--- config.mk ---
export PLATFORM = sky130hd
export DESIGN_NAME = jet_snowmass_recombiner_core
export DESIGN_NICKNAME = d
export VERILOG_FILES = /design/src/sv/jsr_pkg.sv /design/src/sv/jsr_div.sv /design/src/sv/jet_snowmass_recombiner_core.sv
export SDC_FILE = /design/constraint.sdc
export NUM_CORES = 2
export LEC_CHECK = 0
export BUFFER_PORTS_ARGS = -buffer_cell sky130_fd_sc_hd__buf_2
export CORE_MARGIN = 2
export CORE_UTILIZATION = 35
export CTS_BUF_LIST = sky130_fd_sc_hd__clkbuf_4
export DETAILED_ROUTE_END_ITERATION = 10
export PLACE_DENSITY = 0.57
export SYNTH_ARGS = -nofsm -noshare
export SYNTH_HDL_FRONTEND = slang
export SYNTH_SLANG_ARGS = --single-unit
--- constraint.sdc ---
create_clock -name clk -period 10.3 [get_ports clk]
set_clock_uncertainty 0.15 [all_clocks]
set_input_delay 2.06 -clock clk [delete_from_list [all_inputs] [get_ports clk]]
set_output_delay 2.06 -clock clk [all_outputs]
set_load 0.01 [all_outputs]
--- src/sv/jsr_pkg.sv ---
// ----------------------------------------------------------------------------
// jsr_pkg: shared types and constants for the jet recombiner
// Sequencer state encoding, multiply step encoding, fixed field widths.
// ----------------------------------------------------------------------------
package jsr_pkg;

  // Fixed field widths
  localparam int PART_E_BITS  = 20;  // particle energy
  localparam int JET_E_BITS   = 24;  // accumulated jet energy
  localparam int PT_GUARD     = 4;   // extra bits on the jet pt accumulator
  localparam int ETA_INT_BITS = 4;   // integer bits of Q4.x pseudorapidity

  typedef enum logic [2:0] {
    ST_IDLE,
    ST_MUL,
    ST_DIV_ETA,
    ST_DIV_PHI,
    ST_DONE
  } seq_state_t;

  // Multiply schedule: one product per cycle, then a drain step
  typedef enum logic [2:0] {
    MS_ETA_JET,
    MS_ETA_PAR,
    MS_PHI_JET,
    MS_PHI_PAR,
    MS_FLUSH
  } mul_step_t;

endpackage

--- src/sv/jsr_div.sv ---
// ----------------------------------------------------------------------------
// jsr_div: iterative signed-by-unsigned divider
// Restoring division, one quotient bit per cycle, truncation toward zero.
// The quotient magnitude must fit in QUO_W bits (caller guarantees it).
// ----------------------------------------------------------------------------
module jsr_div #(
  parameter int DEN_W = 21,
  parameter int QUO_W = 17
) (
  input  logic                     clk,
  input  logic                     rst,
  input  logic                     start,
  input  logic signed [DEN_W+QUO_W-1:0] num,
  input  logic        [DEN_W-1:0]  den,
  output logic                     busy,
  output logic                     done,
  output logic signed [QUO_W:0]    quo
);

  localparam int NUM_W = DEN_W + QUO_W;
  localparam int CNT_W = $clog2(QUO_W + 1);

  logic [DEN_W-1:0] rem;
  logic [QUO_W-1:0] work;     // low dividend bits out at top, quotient bits in at bottom
  logic [DEN_W-1:0] den_r;
  logic             neg;
  logic [CNT_W-1:0] cnt;

  logic [NUM_W-1:0] mag;
  logic [DEN_W:0]   trial;
  logic [DEN_W:0]   diff;
  logic             ge;
  logic [QUO_W:0]   q_ext;

  assign mag   = num[NUM_W-1] ? NUM_W'(-num) : NUM_W'(num);
  assign trial = {rem, work[QUO_W-1]};
  assign diff  = trial - {1'b0, den_r};
  assign ge    = trial >= {1'b0, den_r};
  assign q_ext = {1'b0, work};

  // control
  always_ff @(posedge clk) begin
    if (rst) begin
      busy <= 1'b0;
      done <= 1'b0;
      cnt  <= '0;
    end else begin
      done <= 1'b0;
      if (start) begin
        busy <= 1'b1;
        cnt  <= CNT_W'(QUO_W);
      end else if (busy) begin
        if (cnt != '0) begin
          cnt <= cnt - 1'b1;
        end else begin
          busy <= 1'b0;
          done <= 1'b1;
        end
      end
    end
  end

  // datapath
  always_ff @(posedge clk) begin
    if (start) begin
      // upper dividend bits are already below den, skip those steps
      rem   <= mag[NUM_W-1:QUO_W];
      work  <= mag[QUO_W-1:0];
      den_r <= den;
      neg   <= num[NUM_W-1];
    end else if (busy) begin
      if (cnt != '0) begin
        rem  <= ge ? diff[DEN_W-1:0] : trial[DEN_W-1:0];
        work <= {work[QUO_W-2:0], ge};
      end else begin
        quo <= neg ? -$signed(q_ext) : $signed(q_ext);
      end
    end
  end

endmodule

--- src/sv/jet_snowmass_recombiner_core.sv ---
// ----------------------------------------------------------------------------
// jet_snowmass_recombiner_core: Snowmass pt-weighted jet recombination
// Loads or merges one particle per transfer into the held jet: saturating
// energy and pt sums, pt-weighted eta and phi averages on the short arc.
// ----------------------------------------------------------------------------
//
//  channel  handshake              payload
//  -------  ---------------------  -----------------------------------------
//  in       in_valid / in_ready    start_jet, particle_energy, particle_pt,
//                                  particle_eta, particle_phi
//  out      out_valid / out_ready  jet_energy_out, jet_pt_out, jet_eta_out,
//                                  jet_phi_out, sum_saturated, zero_pt
//
//  A start transfer or a zero pt sum goes straight to the final step; a merge
//  first runs one shared multiplier (4 products + drain), then one shared
//  divider twice at one quotient bit per cycle for QW quotient bits,
//  QW = max(eta width, angle width + 1). The final step loads the output
//  register, and the next transfer is taken in the cycle after that load.
//  Reset clears the jet to zero energy, pt, eta and phi; no clearing pass.
//  in_ready is high only while the sequencer is idle. A finished result sits
//  in the output register; the next particle is taken meanwhile and waits in
//  the final step only if that register is still full.
//
module jet_snowmass_recombiner_core #(
  parameter int PT_BITS       = 16,
  parameter int ANGLE_BITS    = 16,
  parameter int ETA_FRAC_BITS = 12
) (
  input  logic                                  clk,
  input  logic                                  rst,
  // particle in
  input  logic                                  in_valid,
  output logic                                  in_ready,
  input  logic                                  start_jet,
  input  logic [jsr_pkg::PART_E_BITS-1:0]       particle_energy,
  input  logic [PT_BITS-1:0]                    particle_pt,
  input  logic signed [jsr_pkg::ETA_INT_BITS+ETA_FRAC_BITS-1:0] particle_eta,
  input  logic signed [ANGLE_BITS-1:0]          particle_phi,
  // jet out
  output logic                                  out_valid,
  input  logic                                  out_ready,
  output logic [jsr_pkg::JET_E_BITS-1:0]        jet_energy_out,
  output logic [PT_BITS+jsr_pkg::PT_GUARD-1:0]  jet_pt_out,
  output logic signed [jsr_pkg::ETA_INT_BITS+ETA_FRAC_BITS-1:0] jet_eta_out,
  output logic signed [ANGLE_BITS-1:0]          jet_phi_out,
  output logic                                  sum_saturated,
  output logic                                  zero_pt
);

  import jsr_pkg::*;

  localparam int ETA_BITS = ETA_INT_BITS + ETA_FRAC_BITS;
  localparam int JPT_BITS = PT_BITS + PT_GUARD;
  // quotient magnitude bound: eta mean <= 2^(ETA_BITS-1), unwrapped phi < 2^ANGLE_BITS
  localparam int QW       = (ETA_BITS > ANGLE_BITS + 1) ? ETA_BITS : ANGLE_BITS + 1;
  localparam int DEN_W    = JPT_BITS + 1;   // exact, unclipped pt sum
  localparam int NUM_W    = DEN_W + QW;     // weighted sum
  localparam int MB_W     = QW + 1;         // signed angle operand of the multiplier

  localparam logic signed [MB_W-1:0] HALF = MB_W'(1) << (ANGLE_BITS - 1);
  localparam logic signed [MB_W-1:0] TURN = MB_W'(1) << ANGLE_BITS;

  seq_state_t state, state_next;
  mul_step_t  mstep;

  // jet state
  logic [JET_E_BITS-1:0]        jet_energy;
  logic [JPT_BITS-1:0]          jet_pt;
  logic signed [ETA_BITS-1:0]   jet_eta;
  logic signed [ANGLE_BITS-1:0] jet_phi;

  // per-particle working registers
  logic [JPT_BITS-1:0]          w_jet;    // jet pt before this merge
  logic [PT_BITS-1:0]           p_pt;
  logic signed [ETA_BITS-1:0]   p_eta;
  logic signed [ANGLE_BITS-1:0] p_phi;
  logic signed [MB_W-1:0]       jphi;     // jet phi moved onto the short arc
  logic [DEN_W-1:0]             den;
  logic signed [NUM_W-1:0]      prod;
  logic signed [NUM_W-1:0]      eta_num;
  logic signed [NUM_W-1:0]      phi_num;
  logic                         sat_flag;
  logic                         zero_flag;

  // control strobes
  logic in_xfer;
  logic out_load;
  logic div_start;
  logic div_busy;
  logic div_done;
  logic signed [QW:0] div_quo;

  // entry arithmetic
  logic [JET_E_BITS:0]     e_sum;
  logic [DEN_W-1:0]        pt_exact;
  logic                    zero_sum;
  logic signed [MB_W-1:0]  dphi;
  logic signed [MB_W-1:0]  jphi_adj;

  // shared multiplier operands
  logic [JPT_BITS-1:0]     mul_a;
  logic signed [MB_W-1:0]  mul_b;
  logic signed [NUM_W:0]   mul_full;

  assign e_sum    = {1'b0, jet_energy} + (JET_E_BITS + 1)'(particle_energy);
  assign pt_exact = {1'b0, jet_pt} + DEN_W'(particle_pt);
  assign zero_sum = (pt_exact == '0);
  assign dphi     = MB_W'(jet_phi) - MB_W'(particle_phi);

  // difference of exactly half a turn leaves the jet phi alone
  always_comb begin
    jphi_adj = MB_W'(jet_phi);
    if (dphi < -HALF) begin
      jphi_adj = MB_W'(jet_phi) + TURN;
    end else if (dphi > HALF) begin
      jphi_adj = MB_W'(jet_phi) - TURN;
    end
  end

  always_comb begin
    case (mstep)
      MS_ETA_JET: begin
        mul_a = w_jet;
        mul_b = MB_W'(jet_eta);
      end
      MS_ETA_PAR: begin
        mul_a = JPT_BITS'(p_pt);
        mul_b = MB_W'(p_eta);
      end
      MS_PHI_JET: begin
        mul_a = w_jet;
        mul_b = jphi;
      end
      MS_PHI_PAR: begin
        mul_a = JPT_BITS'(p_pt);
        mul_b = MB_W'(p_phi);
      end
      default: begin
        mul_a = '0;
        mul_b = '0;
      end
    endcase
  end

  assign mul_full = $signed({1'b0, mul_a}) * mul_b;

  // sequencer
  always_ff @(posedge clk) begin
    if (rst) begin
      state <= ST_IDLE;
    end else begin
      state <= state_next;
    end
  end

  always_comb begin
    state_next = state;
    in_ready   = 1'b0;
    div_start  = 1'b0;
    out_load   = 1'b0;
    case (state)
      ST_IDLE: begin
        in_ready = 1'b1;
        if (in_valid) begin
          state_next = (start_jet || zero_sum) ? ST_DONE : ST_MUL;
        end
      end
      ST_MUL: begin
        if (mstep == MS_FLUSH) begin
          div_start  = 1'b1;
          state_next = ST_DIV_ETA;
        end
      end
      ST_DIV_ETA: begin
        if (div_done) begin
          div_start  = 1'b1;
          state_next = ST_DIV_PHI;
        end
      end
      ST_DIV_PHI: begin
        if (div_done) begin
          state_next = ST_DONE;
        end
      end
      ST_DONE: begin
        if (!out_valid || out_ready) begin
          out_load   = 1'b1;
          state_next = ST_IDLE;
        end
      end
      default: begin
        state_next = ST_IDLE;
      end
    endcase
  end

  assign in_xfer = in_valid && in_ready;

  // jet state, cleared by reset
  always_ff @(posedge clk) begin
    if (rst) begin
      jet_energy <= '0;
      jet_pt     <= '0;
      jet_eta    <= '0;
      jet_phi    <= '0;
    end else begin
      if (in_xfer) begin
        if (start_jet) begin
          jet_energy <= JET_E_BITS'(particle_energy);
          jet_pt     <= JPT_BITS'(particle_pt);
          jet_eta    <= particle_eta;
          jet_phi    <= particle_phi;
        end else begin
          jet_energy <= e_sum[JET_E_BITS] ? '1 : e_sum[JET_E_BITS-1:0];
          jet_pt     <= pt_exact[JPT_BITS] ? '1 : pt_exact[JPT_BITS-1:0];
        end
      end
      if (div_done && state == ST_DIV_ETA) begin
        jet_eta <= div_quo[ETA_BITS-1:0];
      end
      // phi quotient reduced to one turn by dropping the upper bits
      if (div_done && state == ST_DIV_PHI) begin
        jet_phi <= div_quo[ANGLE_BITS-1:0];
      end
    end
  end

  // multiply schedule counter
  always_ff @(posedge clk) begin
    if (rst) begin
      mstep <= MS_ETA_JET;
    end else if (in_xfer) begin
      mstep <= MS_ETA_JET;
    end else if (state == ST_MUL && mstep != MS_FLUSH) begin
      mstep <= mul_step_t'(mstep + 3'd1);
    end
  end

  // working registers
  always_ff @(posedge clk) begin
    if (in_xfer) begin
      w_jet     <= jet_pt;
      p_pt      <= particle_pt;
      p_eta     <= particle_eta;
      p_phi     <= particle_phi;
      jphi      <= jphi_adj;
      den       <= pt_exact;
      sat_flag  <= !start_jet && (e_sum[JET_E_BITS] || pt_exact[JPT_BITS]);
      zero_flag <= start_jet ? (particle_pt == '0) : zero_sum;
    end
    if (state == ST_MUL) begin
      // product registered, accumulated in the following step
      prod <= mul_full[NUM_W-1:0];
      case (mstep)
        MS_ETA_PAR: eta_num <= prod;
        MS_PHI_JET: eta_num <= eta_num + prod;
        MS_PHI_PAR: phi_num <= prod;
        MS_FLUSH:   phi_num <= phi_num + prod;
        default:    ;
      endcase
    end
  end

  // eta sum is complete when the first divide starts, phi sum by the second
  jsr_div #(
    .DEN_W (DEN_W),
    .QUO_W (QW)
  ) u_div (
    .clk   (clk),
    .rst   (rst),
    .start (div_start),
    .num   ((state == ST_MUL) ? eta_num : phi_num),
    .den   (den),
    .busy  (div_busy),
    .done  (div_done),
    .quo   (div_quo)
  );

  // output register
  always_ff @(posedge clk) begin
    if (rst) begin
      out_valid <= 1'b0;
    end else if (out_load) begin
      out_valid <= 1'b1;
    end else if (out_ready) begin
      out_valid <= 1'b0;
    end
  end

  always_ff @(posedge clk) begin
    if (out_load) begin
      jet_energy_out <= jet_energy;
      jet_pt_out     <= jet_pt;
      jet_eta_out    <= jet_eta;
      jet_phi_out    <= jet_phi;
      sum_saturated  <= sat_flag;
      zero_pt        <= zero_flag;
    end
  end

`ifndef ASSERT_OFF
  // divider only runs while the sequencer waits on it
  a_div_idle: assert property (@(posedge clk) disable iff (rst)
    div_busy |-> (state == ST_DIV_ETA || state == ST_DIV_PHI))
    else $error("divider busy outside a divide step");

  // a finished division lands only in a divide step
  a_done_state: assert property (@(posedge clk) disable iff (rst)
    div_done |-> (state == ST_DIV_ETA || state == ST_DIV_PHI))
    else $error("divider done outside a divide step");

  // a particle transfer always leaves the idle state
  a_busy_after_in: assert property (@(posedge clk) disable iff (rst)
    in_xfer |=> !in_ready)
    else $error("ready again right after a particle transfer");

  // output register never overwritten while full and stalled
  a_no_overwrite: assert property (@(posedge clk) disable iff (rst)
    out_load |-> (!out_valid || out_ready))
    else $error("output overwritten while stalled");
`endif

endmodule

* Word-level counts from Yosys, hierarchy flattened
Cells that the tools add are included.
** Cells by class
- Bitwise gates (word level) :: 3
- $add $sub $neg :: 12
- Magnitude comparators :: 3
- Muxes and demuxes :: 49
- Multipliers :: 1
- Eq/ne operators :: 14
- Reduce and logical (&&, ||, !) cells :: 37
** Operators by type and width (count)
- 38-bit one-hot mux with 2 select lines :: 2
- 16-bit 2-to-1 mux :: 7
- 21-bit 2-to-1 mux :: 4
- 38-bit adder :: 2
- 38-bit 2-to-1 mux :: 2
- 18-bit one-hot mux with 4 select lines :: 1
- 17-bit 2-to-1 mux :: 3
- 24-bit 2-to-1 mux :: 2
- 20-bit 2-to-1 mux :: 2
- 20-bit one-hot mux with 2 select lines :: 1
- 21-bit by 18-bit multiplier with 38-bit output :: 1
- 38-bit negation :: 1
- 18-bit 2-to-1 mux :: 2
- 24-bit by 20-bit adder with 25-bit output :: 1
- 22-bit by 21-bit >= comparator with 1-bit output :: 1
- 20-bit by 16-bit adder with 21-bit output :: 1
- 21-bit logical NOT :: 1
- 21-bit subtractor :: 1
- 16-bit by 18-bit adder with 18-bit output, second input constant :: 1
- 3-bit 2-to-1 mux :: 6
- 2-bit nonzero test :: 9
- 16-bit by 18-bit subtractor with 18-bit output, second input constant :: 1
- 17-bit greater-than comparator, second input constant :: 1
- 17-bit by 16-bit less-than comparator with 1-bit output, second input constant :: 1
- 26 further kinds :: 65
** Storage, ports and cells
- Word-level logic and storage cells :: 152
- Bits in registers :: 467
- Output and inout bits :: 80

* Longest topological paths before layout
- Word-level depth :: 6
- Mapped depth :: 35

* Hierarchy
A second synthesis with hierarchy kept.
** Unflattened totals
- Cells, all modules :: 3863
- Area total of the unflattened synthesis :: 38207.9 sq um
** By module, submodules not included
- jet_snowmass_recombiner_core :: area an instance 32588.8 sq um, cells each 3314, seq. area each 10700.3 sq um, times used 1
- jsr_div :: area an instance 5619.1 sq um, cells each 549, seq. area each 2482.4 sq um, times used 1

* Worst setup path before layout
No wires, ideal clock.
- Kind :: reg2reg
- Start :: register mstep[2]
- End :: register prod[34], data pin
- Path slack :: 2.194 ns
- Path buffers :: 5
- Data required time :: 9.891 ns
- Cell stages (with the launch flop) :: 33
- Clock period less this slack :: 8.106 ns
- Setup time :: 0.259 ns
- Arrival :: 7.697 ns
- Cells stage by stage :: dfxtp_1 clkbuf_1 clkinv_1 clkbuf_1 ha_1 clkbuf_1 nand2b_1 clkbuf_1 buf_1 a22oi_1 nor2_1 fa_1 inv_1 fa_1 fa_1 inv_1 fa_1 fa_1 inv_1 fa_1 inv_1 ha_1 a21o_1 a21oi_1 a31oi_1 a311oi_1 o31ai_1 a21oi_1 o21ai_1 a21o_1 a21o_1 a21oi_1 xnor2_1
** On the way
- Longest elaborated chain between the ends :: 4
- Elaborated cells between the ends (all ways) :: 9
- Those cells by class :: mul: 1; eq/ne: 3; mux: 2; reduce/logical: 3
** RTL lines
- start, declared :: RTL line jet_snowmass_recombiner_core.sv:64 : mul_step_t mstep;
- start signal, assigned :: RTL line jet_snowmass_recombiner_core.sv:235 : mstep <= mul_step_t'(mstep + 3'd1);
- 3-bit by 2-bit equality test with 1-bit output, or another cell as far along :: RTL line jet_snowmass_recombiner_core.sv:121 : case (mstep)
- 2-bit OR reduction (no source line)
- 20-bit one-hot mux with 2 select lines :: RTL line jet_snowmass_recombiner_core.sv:121
- 21-bit by 18-bit multiplier with 38-bit output (*) :: RTL line jet_snowmass_recombiner_core.sv:145 : assign mul_full = $signed({1'b0, mul_a}) * mul_b;
- via mul_full[34] :: RTL line jet_snowmass_recombiner_core.sv:103 : logic signed [NUM_W:0] mul_full;
- end signal, assigned :: RTL line jet_snowmass_recombiner_core.sv:253 : prod <= mul_full[NUM_W-1:0];
- end, declared :: RTL line jet_snowmass_recombiner_core.sv:79 : logic signed [NUM_W-1:0] prod;
Mark *: on every way through the listed nets, which the timed path passes. The rest lies on a longest branch.
A chain may end at the register's enable or synchronous reset.

* Final worst setup path
- Start :: register mstep[2]
- End :: register prod[36], data pin
The elaborated chain is that of the path after synthesis.

==> results.py <==
metrics = {
    "status": {
        "outcome": "completed",
    },
    "cells_and_area": {
        "final_cell_mix": "inv_1, nor2_1, nand2_1",
        "drive_above_1_share": 0.112,
        "final_area_sq_mm": 0.0421,
        "final_common_cell": "inv_1",
        "fillers": 10682,
        "fin_cells": 5603,
        "area_growth_pct": 10.9,
        "layout.nets": 4748,
        "final_util": 0.392,
    },
    "sta": {
        "finalCriticalPeriod_ns": 9.08,
        "worst_pin_slew_ns": 1.29,
        "hold_viol_final": 0,
        "drv_slew": 0,
        "relSlewSlack": 0.143,
        "fmax_mhz": 110,
        "rsz0062_at_grt": "false",
        "finalSetupTns_ns": 0,
        "setup_viol": 0,
        "timing.final.crit_share": 0.881,
    },
    "synthesis": {
        "syn_nets": 4568,
        "synth_area_leaders": "edfxtp_1, fa_1, ha_1, dfxtp_1, inv_1",
        "yosys_warnings": 0,
        "synth_edf_count": 377,
        "synth_compound_area_frac": 0.148,
        "ys_types": 85,
        "yosysSeqAreaShare": 0.346,
        "yosysTopAreaCellShare": 0.298,
        "synth-xor-area-share": 0.0473,
        "async_flop_share": 0,
        "syn_avg_cell_area_sq_um": 9.70,
        "synth-simple-area-share": 0.128,
        "yosys.area.top_type": "edfxtp_1",
        "ys_ff_latch": 467,
        "syn_area_sq_mm": 0.0380,
        "synth_top_family_by_area": "adder cells",
        "synth_fa_ha_area_frac": 0.250,
        "ys.flop_type": "edfxtp_1",
        "synthCells": 3913,
        "synth.area.mux_share": 0.0207,
    },
    "power_and_ir_drop": {
        "power_density_mw_per_mm2": 178,
        "ir_drop_v": 0.000123,
        "p_leak_nw": 18.3,
    },
    "floorplanning": {
        "fp-row-count": 120,
        "start_util": 0.354,
        "die_w_um": 333,
        "die_height_um": 333,
        "core_region_area_sq_mm": 0.107,
        "dieArea_sq_mm": 0.111,
        "ios": 153,
    },
    "cts": {
        "clockBufferDepth": 3,
        "cts_setup_buffers": 0,
        "cts_tree": "yes",
        "root_buffer": "clkbuf_4",
        "cts_buffers": 133,
        "holdBufCountCts": 0,
        "clock_latency_ns": 1.06,
        "htree_levels": 4,
        "cts.sinks": 467,
        "path_clk_slew_ns": 0.07,
        "cts_resized": 0,
    },
    "setup_path": {
        "critPathMaxFanout": 31,
        "crit_top_cell": "fa_1",
        "arrival_ns": 9.65,
        "critPathMaxStageDelay_ns": 0.98,
        "critPathLaunchType": "register",
        "critPathKind": "reg -> reg",
        "endpoint_kind": "register",
        "slowest_stage": "a22oi_1",
        "critPathRequiredTime_ns": 10.87,
    },
    "grt": {
        "grt_util_all_layers": 0.205,
        "grt_pass1_wl_um": 176000,
        "grt_max_degree": 79,
        "antenna_found_initial": 2,
        "grt_pass1_vias": 29786,
        "grt_overflow": 0,
    },
    "drt": {
        "routed_wl_um": 114000,
        "first_pass_iters": 7,
        "post_drt_wl_per_cell_um": 20.3,
        "drcViolationCount": 0,
        "drtIter0Drc": 2231,
        "ant_nets": 0,
        "routed_via_density": 5.30,
        "num_vias": 29697,
    },
    "hold_path": {
        "hp-class": "reg -> reg",
    },
    "placement": {
        "dpl_cell_area_sq_mm": 0.0403,
        "place_hpwl_um": 86300,
        "gp_congestion": 0.907,
        "place_inst": 5361,
        "io_buffers": 152,
    },
    "flow_run": {
        "maxCapViolCount": 0,
    },
}
==> state kept, by name, indices dropped and copies added, names as in the netlist, 17 cells and up <==
signal,flops
w_jet,20
jet_pt_out,20
prod,38
jphi,18
jet_energy_out,24
u_div.work,17
eta_num,38
u_div.rem,21
jet_pt,20
den,21
jet_energy,24
phi_num,38
u_div.den_r,21
==> where the power goes <==
group	leakage (nW)	switching [mW]	internal [mW]
clock network	1.04	0.871	0.963
registers	4.28	0.138	2.28
logic	13.0	1.98	1.27
total	18.3	2.99	4.52
==> worst paths after layout <==
path | start | endpoint | slack, ns | cells past startpoint
max | mstep[2] | prod[36] | 1.22 | 28
min | den[18] | u_div.den_r[18] | 0.26 | 0
max reg2reg | mstep[2] | prod[36] | 1.22 | 28
min reg2reg | den[18] | u_div.den_r[18] | 0.26 | 0
==> metrics by stage <==
step	hold WS (ns)	worst slack (ns)	power, mW
after global routing	0.270	0.820	8.11
after global placement	0.256	1.47	5.64
after CTS	0.252	1.35	7.55
final	0.258	1.22	7.51
after detailed placement	0.255	1.38	5.67
after floorplan	0.250	2.19	4.77
==> logic make-up after synthesis <==
family,count (synthesis)
adder cells (fa/ha/maj),582
multiplexers,78
buffers and inverters,602
flip-flops,467
AND/OR/NAND/NOR,1104
XOR/XNOR,205
AO/OA/AOI/OAI,875
==> synthesized netlist by cell type (87+ instances only) <==
library cell and instances:
inv_1 441, nor2_1 405, nand2_1 391, edfxtp_1 377
fa_1 294, ha_1 288, a21oi_1 231, o21ai_0 207
clkbuf_1 131, xnor2_1 118, dfxtp_1 90, xor2_1 87
==> routing by layer <==
metal | GRT usage | wire, um | share of wire | vias to the layer above
li1 | - | - | - | 13991
met1 | 0.273 | 50400 | 0.44 | 14603
met2 | 0.332 | 52800 | 0.47 | 932
met3 | 0.0387 | 6870 | 0.060 | 171
met4 | 0.0732 | 3480 | 0.031 | 0
met5 | 0 | 0 | 0 | -
==> cell type report <==
type | count | area (sq um) | area share
flip-flops and latches | 467 | 13100 | 0.312
multi-input cells | 2844 | 22600 | 0.538
inverters | 446 | 1680 | 0.0399
clock inverters | 45 | 323 | 0.00767
clock buffers | 191 | 1430 | 0.0341
diodes | 6 | 15.0 | 0.000357
well taps | 1403 | 1760 | 0.0417
repair buffers | 201 | 1130 | 0.0269
==> critical path, delay by kind of cell, from the launching register on <==
kind                       cells  cell delay, ns
adders and majority gates      8            3.72
AOI/OAI and AO/OA              7            2.66
and+or+nand+nor                5            1.07
buffers and inverters          7            0.80
DFF                            1            0.31
xor gates and xnor gates       1            0.09
No activity file was read; power rests on OpenSTA's default activity.
